<file path="config.mk">
export PLATFORM = sky130hd
export DESIGN_NAME = touch_xyz_unpack_calibrate
export DESIGN_NICKNAME = d
export VERILOG_FILES = /design/src/sv/txuc_pkg.sv /design/src/sv/txuc_axis.sv /design/src/sv/touch_xyz_unpack_calibrate.sv
export SDC_FILE = /design/constraint.sdc
export NUM_CORES = 2
export LEC_CHECK = 0
export ABC_AREA = 1
export BUFFER_PORTS_ARGS = -buffer_cell sky130_fd_sc_hd__buf_4
export CORE_MARGIN = 2
export CORE_UTILIZATION = 55
export DETAILED_ROUTE_END_ITERATION = 8
export GPL_TIMING_DRIVEN = 0
export HOLD_SLACK_MARGIN = 0.08
export PLACE_DENSITY = 0.82
export SLEW_MARGIN = 20
export SYNTH_ARGS = -nofsm -noshare
export SYNTH_HDL_FRONTEND = slang
export SYNTH_SLANG_ARGS = --single-unit
</file>
<file path="constraint.sdc">
create_clock -name clk_i -period 17.16 [get_ports clk_i]
set_input_delay 3.432 -clock clk_i [delete_from_list [all_inputs] [get_ports clk_i]]
set_output_delay 3.432 -clock clk_i [all_outputs]
set_load 0.02 [all_outputs]
</file>
<file path="src/sv/txuc_pkg.sv">
// ----------------------------------------------------------------------------
// txuc_pkg
// Shared widths, register map, reset values and axis pipeline types for the
// touch sample unpack and calibration block.
// ----------------------------------------------------------------------------
package txuc_pkg;

  localparam int RAW_BITS       = 12;
  localparam int CFG_BITS       = 12;
  localparam int BYTE_BITS      = 8;
  localparam int WORD_BITS      = 3 * BYTE_BITS;
  localparam int DIV_STAGES     = 4;
  localparam int BITS_PER_STAGE = CFG_BITS / DIV_STAGES;
  localparam int NUM_STAGES     = DIV_STAGES + 3;
  localparam int SAMPLE_BIT     = 4;
  localparam int ADDR_BITS      = 5;
  localparam int DATA_BITS      = 32;

  localparam logic [CFG_BITS-1:0] X_RAW_MIN_RST = 12'd70;
  localparam logic [CFG_BITS-1:0] X_RAW_MAX_RST = 12'd3990;
  localparam logic [CFG_BITS-1:0] Y_RAW_MIN_RST = 12'd3890;
  localparam logic [CFG_BITS-1:0] Y_RAW_MAX_RST = 12'd150;
  localparam logic [CFG_BITS-1:0] X_RANGE_RST   = 12'd799;
  localparam logic [CFG_BITS-1:0] Y_RANGE_RST   = 12'd479;

  typedef enum logic [2:0] {
    REG_DEVICE_PRESENT,
    REG_X_RAW_MIN,
    REG_X_RAW_MAX,
    REG_Y_RAW_MIN,
    REG_Y_RAW_MAX,
    REG_X_RANGE,
    REG_Y_RANGE
  } reg_idx_e;

  typedef enum logic [1:0] {
    MODE_ZERO,
    MODE_FULL,
    MODE_DIV
  } axis_mode_e;

  typedef struct packed {
    axis_mode_e          mode;
    logic [CFG_BITS-1:0] d;
    logic [CFG_BITS-1:0] rng;
    logic [CFG_BITS-1:0] rem;
    logic [CFG_BITS-1:0] low;
    logic [CFG_BITS-1:0] quo;
  } axis_stage_t;

endpackage

</file>
<file path="src/sv/txuc_axis.sv">
// ----------------------------------------------------------------------------
// txuc_axis
// One calibrated axis: span classification, offset times range product, then
// a restoring divider spread over several stages, and a final select.
// ----------------------------------------------------------------------------
module txuc_axis import txuc_pkg::*; (
  input  logic                  clk_i,
  input  logic [NUM_STAGES-1:0] en_i,
  input  logic [RAW_BITS-1:0]   raw_i,
  input  logic [CFG_BITS-1:0]   span_start_i,
  input  logic [CFG_BITS-1:0]   span_end_i,
  input  logic [CFG_BITS-1:0]   range_i,
  output logic [CFG_BITS-1:0]   pos_o
);

  logic [CFG_BITS-1:0] raw;
  logic [CFG_BITS-1:0] off_d, d_d;
  axis_mode_e          mode_d;

  axis_mode_e          mode0_q;
  logic [CFG_BITS-1:0] off0_q, d0_q, rng0_q;

  axis_stage_t         st_q [DIV_STAGES+1];
  axis_stage_t         mul_d;
  logic [2*CFG_BITS-1:0] prod;
  logic [CFG_BITS-1:0] pos_d, pos_q;

  assign raw = CFG_BITS'(raw_i);

  // classify the raw value against the span
  always_comb begin
    if (span_start_i < span_end_i) begin
      d_d   = span_end_i - span_start_i;
      off_d = raw - span_start_i;
      if (raw < span_start_i) begin
        mode_d = MODE_ZERO;
      end else if (off_d > d_d) begin
        mode_d = MODE_FULL;
      end else begin
        mode_d = MODE_DIV;
      end
    end else begin
      d_d   = span_start_i - span_end_i;
      off_d = span_start_i - raw;
      if (raw >= span_start_i) begin
        mode_d = MODE_ZERO;
      end else if (off_d > d_d || d_d == '0) begin
        mode_d = MODE_FULL;
      end else begin
        mode_d = MODE_DIV;
      end
    end
  end

  always_ff @(posedge clk_i) begin
    if (en_i[0]) begin
      mode0_q <= mode_d;
      off0_q  <= off_d;
      d0_q    <= d_d;
      rng0_q  <= range_i;
    end
  end

  assign prod = (2*CFG_BITS)'(off0_q) * (2*CFG_BITS)'(rng0_q);

  always_comb begin
    mul_d.mode = mode0_q;
    mul_d.d    = d0_q;
    mul_d.rng  = rng0_q;
    mul_d.rem  = prod[2*CFG_BITS-1:CFG_BITS];
    mul_d.low  = prod[CFG_BITS-1:0];
    mul_d.quo  = '0;
  end

  always_ff @(posedge clk_i) begin
    if (en_i[1]) begin
      st_q[0] <= mul_d;
    end
  end

  for (genvar k = 1; k <= DIV_STAGES; k++) begin : g_div
    axis_stage_t nxt;

    always_comb begin
      logic [CFG_BITS:0] t;
      nxt = st_q[k-1];
      for (int i = 0; i < BITS_PER_STAGE; i++) begin
        t       = {nxt.rem, nxt.low[CFG_BITS-1]};
        nxt.low = {nxt.low[CFG_BITS-2:0], 1'b0};
        if (t >= {1'b0, nxt.d}) begin
          nxt.rem = CFG_BITS'(t - {1'b0, nxt.d});
          nxt.quo = {nxt.quo[CFG_BITS-2:0], 1'b1};
        end else begin
          nxt.rem = t[CFG_BITS-1:0];
          nxt.quo = {nxt.quo[CFG_BITS-2:0], 1'b0};
        end
      end
    end

    always_ff @(posedge clk_i) begin
      if (en_i[k+1]) begin
        st_q[k] <= nxt;
      end
    end
  end

  always_comb begin
    case (st_q[DIV_STAGES].mode)
      MODE_ZERO: pos_d = '0;
      MODE_FULL: pos_d = st_q[DIV_STAGES].rng;
      MODE_DIV:  pos_d = st_q[DIV_STAGES].quo;
      default:   pos_d = '0;
    endcase
  end

  always_ff @(posedge clk_i) begin
    if (en_i[NUM_STAGES-1]) begin
      pos_q <= pos_d;
    end
  end

  assign pos_o = pos_q;

endmodule

</file>
<file path="src/sv/touch_xyz_unpack_calibrate.sv">
// ----------------------------------------------------------------------------
// touch_xyz_unpack_calibrate
// Unpack a touch sample word and map raw X and Y onto screen coordinates.
// ----------------------------------------------------------------------------
// Throughput: one word per cycle unless out_ready_i stalls the output; the
// per-axis divider is four stages of three quotient bits each, behind a
// classify stage and a multiply stage.
// Words without a sample, or with no device, are taken and dropped.
// Reset: pipeline emptied, registers return to their default calibration.
module touch_xyz_unpack_calibrate import txuc_pkg::*; (
  input  logic                 clk_i,
  input  logic                 rst_ni,
  input  logic                 psel,
  input  logic                 penable,
  input  logic                 pwrite,
  input  logic [ADDR_BITS-1:0] paddr,
  input  logic [DATA_BITS-1:0] pwdata,
  output logic [DATA_BITS-1:0] prdata,
  output logic                 pready,
  input  logic                 in_valid_i,
  output logic                 in_ready_o,
  input  logic [7:0]           fifo_status_i,
  input  logic [7:0]           sample_byte0_i,
  input  logic [7:0]           sample_byte1_i,
  input  logic [7:0]           sample_byte2_i,
  input  logic [7:0]           sample_byte3_i,
  output logic                 out_valid_o,
  input  logic                 out_ready_i,
  output logic [11:0]          x_pos_o,
  output logic [11:0]          y_pos_o,
  output logic [7:0]           pressure_o
);

  logic                dev_q;
  logic [CFG_BITS-1:0] x_min_q, x_max_q, y_min_q, y_max_q, x_range_q, y_range_q;
  reg_idx_e            reg_idx;
  logic                cfg_wr;

  logic [NUM_STAGES-1:0] v_q;
  logic [NUM_STAGES-1:0] rdy;
  logic [BYTE_BITS-1:0]  p_q [NUM_STAGES];

  logic [WORD_BITS-1:0] word;
  logic [RAW_BITS-1:0]  raw_x, raw_y;
  logic                 take;

  assign pready  = 1'b1;
  assign reg_idx = reg_idx_e'(paddr[ADDR_BITS-1:2]);
  assign cfg_wr  = psel && penable && pwrite;

  always_ff @(posedge clk_i or negedge rst_ni) begin
    if (!rst_ni) begin
      dev_q     <= 1'b0;
      x_min_q   <= X_RAW_MIN_RST;
      x_max_q   <= X_RAW_MAX_RST;
      y_min_q   <= Y_RAW_MIN_RST;
      y_max_q   <= Y_RAW_MAX_RST;
      x_range_q <= X_RANGE_RST;
      y_range_q <= Y_RANGE_RST;
    end else if (cfg_wr) begin
      case (reg_idx)
        REG_DEVICE_PRESENT: dev_q     <= pwdata[0];
        REG_X_RAW_MIN:      x_min_q   <= pwdata[CFG_BITS-1:0];
        REG_X_RAW_MAX:      x_max_q   <= pwdata[CFG_BITS-1:0];
        REG_Y_RAW_MIN:      y_min_q   <= pwdata[CFG_BITS-1:0];
        REG_Y_RAW_MAX:      y_max_q   <= pwdata[CFG_BITS-1:0];
        REG_X_RANGE:        x_range_q <= pwdata[CFG_BITS-1:0];
        REG_Y_RANGE:        y_range_q <= pwdata[CFG_BITS-1:0];
        default: ;
      endcase
    end
  end

  always_comb begin
    case (reg_idx)
      REG_DEVICE_PRESENT: prdata = DATA_BITS'(dev_q);
      REG_X_RAW_MIN:      prdata = DATA_BITS'(x_min_q);
      REG_X_RAW_MAX:      prdata = DATA_BITS'(x_max_q);
      REG_Y_RAW_MIN:      prdata = DATA_BITS'(y_min_q);
      REG_Y_RAW_MAX:      prdata = DATA_BITS'(y_max_q);
      REG_X_RANGE:        prdata = DATA_BITS'(x_range_q);
      REG_Y_RANGE:        prdata = DATA_BITS'(y_range_q);
      default:            prdata = '0;
    endcase
  end

  // advance a stage when it is empty or the one after it moves
  always_comb begin
    rdy[NUM_STAGES-1] = !v_q[NUM_STAGES-1] || out_ready_i;
    for (int k = NUM_STAGES - 2; k >= 0; k--) begin
      rdy[k] = !v_q[k] || rdy[k+1];
    end
  end

  assign in_ready_o = rdy[0];
  assign take       = in_valid_i && dev_q && fifo_status_i[SAMPLE_BIT];

  always_ff @(posedge clk_i or negedge rst_ni) begin
    if (!rst_ni) begin
      v_q <= '0;
    end else begin
      if (rdy[0]) begin
        v_q[0] <= take;
      end
      for (int k = 1; k < NUM_STAGES; k++) begin
        if (rdy[k]) begin
          v_q[k] <= v_q[k-1];
        end
      end
    end
  end

  always_ff @(posedge clk_i) begin
    if (rdy[0]) begin
      p_q[0] <= sample_byte3_i;
    end
    for (int k = 1; k < NUM_STAGES; k++) begin
      if (rdy[k]) begin
        p_q[k] <= p_q[k-1];
      end
    end
  end

  assign word  = {sample_byte0_i, sample_byte1_i, sample_byte2_i};
  assign raw_x = word[RAW_BITS +: RAW_BITS];
  assign raw_y = word[RAW_BITS-1:0];

  txuc_axis u_axis_x (
    .clk_i        (clk_i),
    .en_i         (rdy),
    .raw_i        (raw_x),
    .span_start_i (x_min_q),
    .span_end_i   (x_max_q),
    .range_i      (x_range_q),
    .pos_o        (x_pos_o)
  );

  txuc_axis u_axis_y (
    .clk_i        (clk_i),
    .en_i         (rdy),
    .raw_i        (raw_y),
    .span_start_i (y_min_q),
    .span_end_i   (y_max_q),
    .range_i      (y_range_q),
    .pos_o        (y_pos_o)
  );

  assign out_valid_o = v_q[NUM_STAGES-1];
  assign pressure_o  = p_q[NUM_STAGES-1];

  a_x_in_range: assert property (@(posedge clk_i) disable iff (!rst_ni)
    out_valid_o |-> x_pos_o <= x_range_q)
    else $error("x_pos beyond x_range");

  a_y_in_range: assert property (@(posedge clk_i) disable iff (!rst_ni)
    out_valid_o |-> y_pos_o <= y_range_q)
    else $error("y_pos beyond y_range");

  a_drop_no_device: assert property (@(posedge clk_i) disable iff (!rst_ni)
    (in_valid_i && in_ready_o && !dev_q) |=> !v_q[0])
    else $error("word entered pipeline with no device");

  a_hold_stalled: assert property (@(posedge clk_i) disable iff (!rst_ni)
    (v_q[NUM_STAGES-1] && !out_ready_i) |=> !in_ready_o || !(&v_q[NUM_STAGES-2:0])
      || v_q[NUM_STAGES-1])
    else $error("stalled result lost");

endmodule
</file>
After elaboration in Yosys (flattened, before gate mapping)
Memory sizes are Yosys's and may differ from the RTL's.
Index checks and enable logic that the tools add are counted.
- bits in registers: 180
- memory bits (writable): 676
- input port bits: 84
- output and inout port bits: 67
- logic and storage cells: 214
- memories kept: 3
- add/sub/neg operators: 32
- multiply operators: 2
- magnitude comparators: 34
- equality and inequality tests: 10
- mux-type cells: 79
- reduce and logical (&&, ||, !) cells: 30
- memory list (memory ; depth ; bits a word ; read ports ; clocked after Yosys merged registers in ; write ports ; RTL line ; text):
    u_axis_x.st_q ; 5 ; 62 ; 5 ; 0 ; 5 ; txuc_axis.sv:23 ; axis_stage_t st_q [DIV_STAGES+1];
    u_axis_y.st_q ; 5 ; 62 ; 5 ; 0 ; 5 ; txuc_axis.sv:23 ;
    p_q ; 7 ; 8 ; 7 ; 0 ; 7 ; touch_xyz_unpack_calibrate.sv:41 ; logic [BYTE_BITS-1:0] p_q [NUM_STAGES];
- operators with widths (kind ; count):
    $sub 12x12->12 ; 32
    $mux 12 ; 28
    $ge 13x12->1 ; 24
    $pmux 12 s7 ; 1
    $gt 12x12->1 ; 4
    $lt 12x12->1 ; 4
    $mul 12x12->24 ; 2
    $pmux 12 s2 ; 2
    $mux 1 ; 38
    $ge 12x12->1 ; 2
    $logic_not 12->1 ; 2
    $mux 2 ; 10
    $reduce_and 2->1 ; 7
    $eq 3x3->1 const B ; 3
    $logic_or 1x1->1 ; 9
    $logic_not 1->1 ; 7
    $eq 3x2->1 const B ; 2
    $eq 2x1->1 const B ; 2
    $eq 2x2->1 const B ; 2
    $logic_and 1x1->1 ; 4
    $eq 3x1->1 const B ; 1
    $logic_not 3->1 ; 1

Depth between registers and ports, before layout
- word-level depth: 10
- mapped depth: 38
- gate-level depth less buffers: 36

Modules after synthesis
From an unflattened synthesis, not the netlist that was laid out.
- cells, all modules: 6542
- area total of the unflattened synthesis: 55361.8 um2
- modules (own cells, without submodules) (module ; times used ; cells each ; area an instance (um2) ; sequential area each (um2)):
    txuc_axis (u_axis_y) ; 1 ; 3004 ; 24925.2 ; 8287.9
    txuc_axis (u_axis_x) ; 1 ; 3012 ; 24872.6 ; 8287.9
    touch_xyz_unpack_calibrate ; 1 ; 526 ; 5564.1 ; 3729.8

Worst setup path before layout
Ideal clock, no wire load.
- kind: input port to output port
- from: input out_ready_i
- to: output in_ready_o
- data arrival time: 14.490 ns
- data required time: 13.728 ns
- setup slack: -0.762 ns
- stages on the path: 12
- path buffers: 0
- cell sequence: nor2_1 > inv_1 > nor2_1 > inv_1 > nor2_1 > inv_1 > nor2_1 > inv_1 > nor2_1 > inv_1 > nor2_1 > nand2_1
- word-level cells in the longest chain between the ends: 7
- RTL lines (what ; RTL line ; text):
    start: declaration ; touch_xyz_unpack_calibrate.sv:28 ; input logic out_ready_i,
    $logic_or 1x1->1 ; touch_xyz_unpack_calibrate.sv:89 ; rdy[NUM_STAGES-1] = !v_q[NUM_STAGES-1] || out_ready_i;
    via rdy[6] ; touch_xyz_unpack_calibrate.sv:40 ; logic [NUM_STAGES-1:0] rdy;
    $logic_or 1x1->1 ; touch_xyz_unpack_calibrate.sv:91 ; rdy[k] = !v_q[k] || rdy[k+1];
    via rdy[5] ; touch_xyz_unpack_calibrate.sv:40 ;
    $logic_or 1x1->1 ; touch_xyz_unpack_calibrate.sv:91 ;
    via rdy[4] ; touch_xyz_unpack_calibrate.sv:40 ;
    $logic_or 1x1->1 ; touch_xyz_unpack_calibrate.sv:91 ;
    via rdy[3] ; touch_xyz_unpack_calibrate.sv:40 ;
    $logic_or 1x1->1 ; touch_xyz_unpack_calibrate.sv:91 ;
    via rdy[2] ; touch_xyz_unpack_calibrate.sv:40 ;
    $logic_or 1x1->1 (2 in series) ; touch_xyz_unpack_calibrate.sv:91 ;
    end: declaration ; touch_xyz_unpack_calibrate.sv:21 ; output logic in_ready_o,
The timed path passes the listed nets, and every way through them passes these cells.

Final worst setup path
Ends and elaborated chain as after synthesis.

==> impl_metrics.json <==
{
  "io_pins": 151,
  "dr.pass1.iters": 6,
  "rows": 115,
  "utilization_pct": 61.0,
  "grt.total_usage_pct": 27.4,
  "hold_depth": 0,
  "antenna_found_initial": 1,
  "fill_cells": 8227,
  "cts.sinks": 688,
  "end_kind": "output port",
  "hold_path_class": "flop to flop",
  "rr_startpoint": "u_axis_x.st_q[0][173]",
  "drtIter0Drc": 3914,
  "routed_wl_um": 140000,
  "cp.required_ns": 13.73,
  "yosysTopAreaCellShare_pct": 33.2,
  "syn_inst": 6445,
  "min_period_ns": 10.83,
  "cts-root-buf": "clkbuf_16",
  "worstReg2RegEnd": "u_axis_x.st_q[0][220]",
  "drive_gt1_share_pct": 6.54,
  "core_area_mm2": 0.0987,
  "yosysWarnings": 0,
  "yosysTopAreaCell": "edfxtp_1",
  "overflow": 0,
  "reg2reg_depth": 31,
  "start_util_pct": 55.7,
  "synth-main-ff-cell": "edfxtp_1",
  "timing.reg2reg.setup_slack_ns": 10.95,
  "cap_violations": 0,
  "gp_congestion": 0.986,
  "cts_buffers": 77,
  "port_buffers": 100,
  "grt_setup_unrepaired": "no",
  "synth_edf_count": 608,
  "path_max_fanout": 54,
  "die_h_um": 320,
  "nets": 7521,
  "whs_endpoint": "p_q[5][0]",
  "outcome": "completed",
  "ys_types": 56,
  "drc": 0,
  "ys_seq_area_share_pct": 37.0,
  "post-cts-setup-buffers": 0,
  "grt_first_pass_wirelength_um": 225000,
  "setup_viol": 0,
  "cts_tree": "done",
  "synth_area_mm2": 0.0549,
  "worstSetupPathType": "primary input to output port",
  "stdcell_count": 8000,
  "cp-start-kind": "primary input",
  "final_area_mm2": 0.0602,
  "slew-limit-headroom_pct": 38.8,
  "dpl_cell_area_mm2": 0.0576,
  "cp.arrival_ns": 7.40,
  "grt_max_degree": 81,
  "area_growth_pct": 9.52,
  "dp.final_hpwl_um": 111000,
  "htree_num_levels": 3,
  "clock_latency_ns": 0.66,
  "die_x_um": 320,
  "finClkSkew_ns": 0.0252,
  "dp.cells": 7861,
  "wl_per_cell_um": 17.5,
  "cts-resized-gates": 0,
  "synth-async-reset-ratio_pct": 11.6,
  "antenna_left": 0,
  "ctsHoldBuffers": 0,
  "fin_crit_sh_pct": 63.1,
  "viasPerCell": 5.51,
  "hold_start": "p_q[4][0]",
  "ys_ff_latch": 688,
  "path_clk_slew_ns": 0.06,
  "fmax_mhz": 92.3,
  "via_count": 44100,
  "hold_viol": 0,
  "fp.dieArea_mm2": 0.102,
  "synth.area.top_cells": "edfxtp_1, ha_1, nand2_1",
  "tightest_slew_ns": 0.910,
  "slew_violations": 0,
  "cts_buffer_depth": 3,
  "reg.largest.list": "u_axis_x.st_q: 226 flops, u_axis_y.st_q: 226 flops, p_q: 56 flops",
  "grt_pass1_vias": 43000,
  "diodes": 0,
  "synth.avg_cell_area_um2": 8.52
}
## critical path: stages
cell,delay (ns)
buf_4,0.11
nor2_1,0.12
inv_2,0.12
buf_12,0.18
nor2_1,0.22
inv_4,0.19
buf_12,0.23
nor2_1,0.24
inv_6,0.23
nor2_1,0.29
inv_6,0.22
nor2_1,0.25
clkinvlp_4,0.41
nor2_1,0.52
nand2_4,0.31
buf_4,0.26
## area by class of cell
| type | instances | area, um2 | area share, % |
|---|---|---|---|
| inverter | 1136 | 4290 | 7.12 |
| clock inverter | 44 | 484 | 0.805 |
| multi-input combinational | 4477 | 29600 | 49.2 |
| tap | 1287 | 1610 | 2.68 |
| sequential | 688 | 20300 | 33.7 |
| clock buffer | 95 | 2060 | 3.42 |
| timing repair buffer | 110 | 977 | 1.62 |
| buffer | 163 | 853 | 1.42 |
## synthesized netlist by cell type (23+ instances only)
cell type and number:
a21o_1 30, a21oi_1 323, a31oi_1 23, buf_2 31, buf_4 28, clkbuf_1 89
dfrtp_1 43, dfstp_2 37, edfxtp_1 608, fa_1 230, ha_1 554, inv_1 1127
nand2_1 1747, nand3_1 267, nand4_1 102, nor2_1 287, nor3_1 41, o21ai_0 276
o21bai_1 35, xnor2_1 89, xor2_1 194
## metal layers
layer  up-vias  wire length (um)  track usage, %  part of all wire, %
li1      21300                 -               -                    -
met1     20800             60400            37.7                   43
met2      1744             65400            45.4                   47
met3       257             10700            3.63                  7.6
met4         2              3550            7.84                  2.5
met5         -                16               0                0.011
## cell usage in the layout, fill, tap and decap left out, types with 20 or more instances in the layout
master and n:
o21ai_0 276, fa_1 230, nand3_1 267, clkbuf_16 79, nor2_1 287, nand3b_1 20, or2_2 20, a21oi_1 323
inv_1 1121, clkbuf_1 103, a31oi_1 23, nor3_1 41, dfstp_2 37, xor2_1 194, xnor2_1 89, a21o_1 30
nand2_1 1746, o21bai_1 35, ha_1 554, edfxtp_1 608, conb_1 21, buf_2 31, dfrtp_1 43, nand4_1 102
o21a_1 22, buf_4 127
## cell families (layout without fill, tap and decap cells)
family	count (synthesis)	in the layout	synth area share, %
simple gates	2550	2550	19.5
mux	6	6	0.109
fa+ha+maj	784	784	21.0
other cells	2	21	0.0137
compound gates	833	833	8.62
flops	688	688	37.0
buf+inv	1299	1548	9.31
xor+xnor	283	283	4.51
## how the worst max path moves through the flow
stage,startpoint,endpoint,slack [ns],depth (start not counted)
detailed placement,out_ready_i,in_ready_o,6.29,16
floorplan,out_ready_i,in_ready_o,0.10,12
CTS,out_ready_i,in_ready_o,6.22,16
finish,out_ready_i,in_ready_o,6.33,16
global route,out_ready_i,in_ready_o,5.93,16
global placement,out_ready_i,in_ready_o,-4.69,14
## per-stage QoR
stage	worst slack (ns)	TNS, ns	hold WS [ns]
detailed placement	6.29	0	0.405
global route	5.93	0	0.415
global placement	-4.69	-294.45	0.400
CTS	6.22	0	0.409
finish	6.33	0	0.411
floorplan	0.103	0	0.400
Power is left out: the tool's default activity adds up to more than one toggle a clock period on the data nets, which glitch-free logic cannot reach.
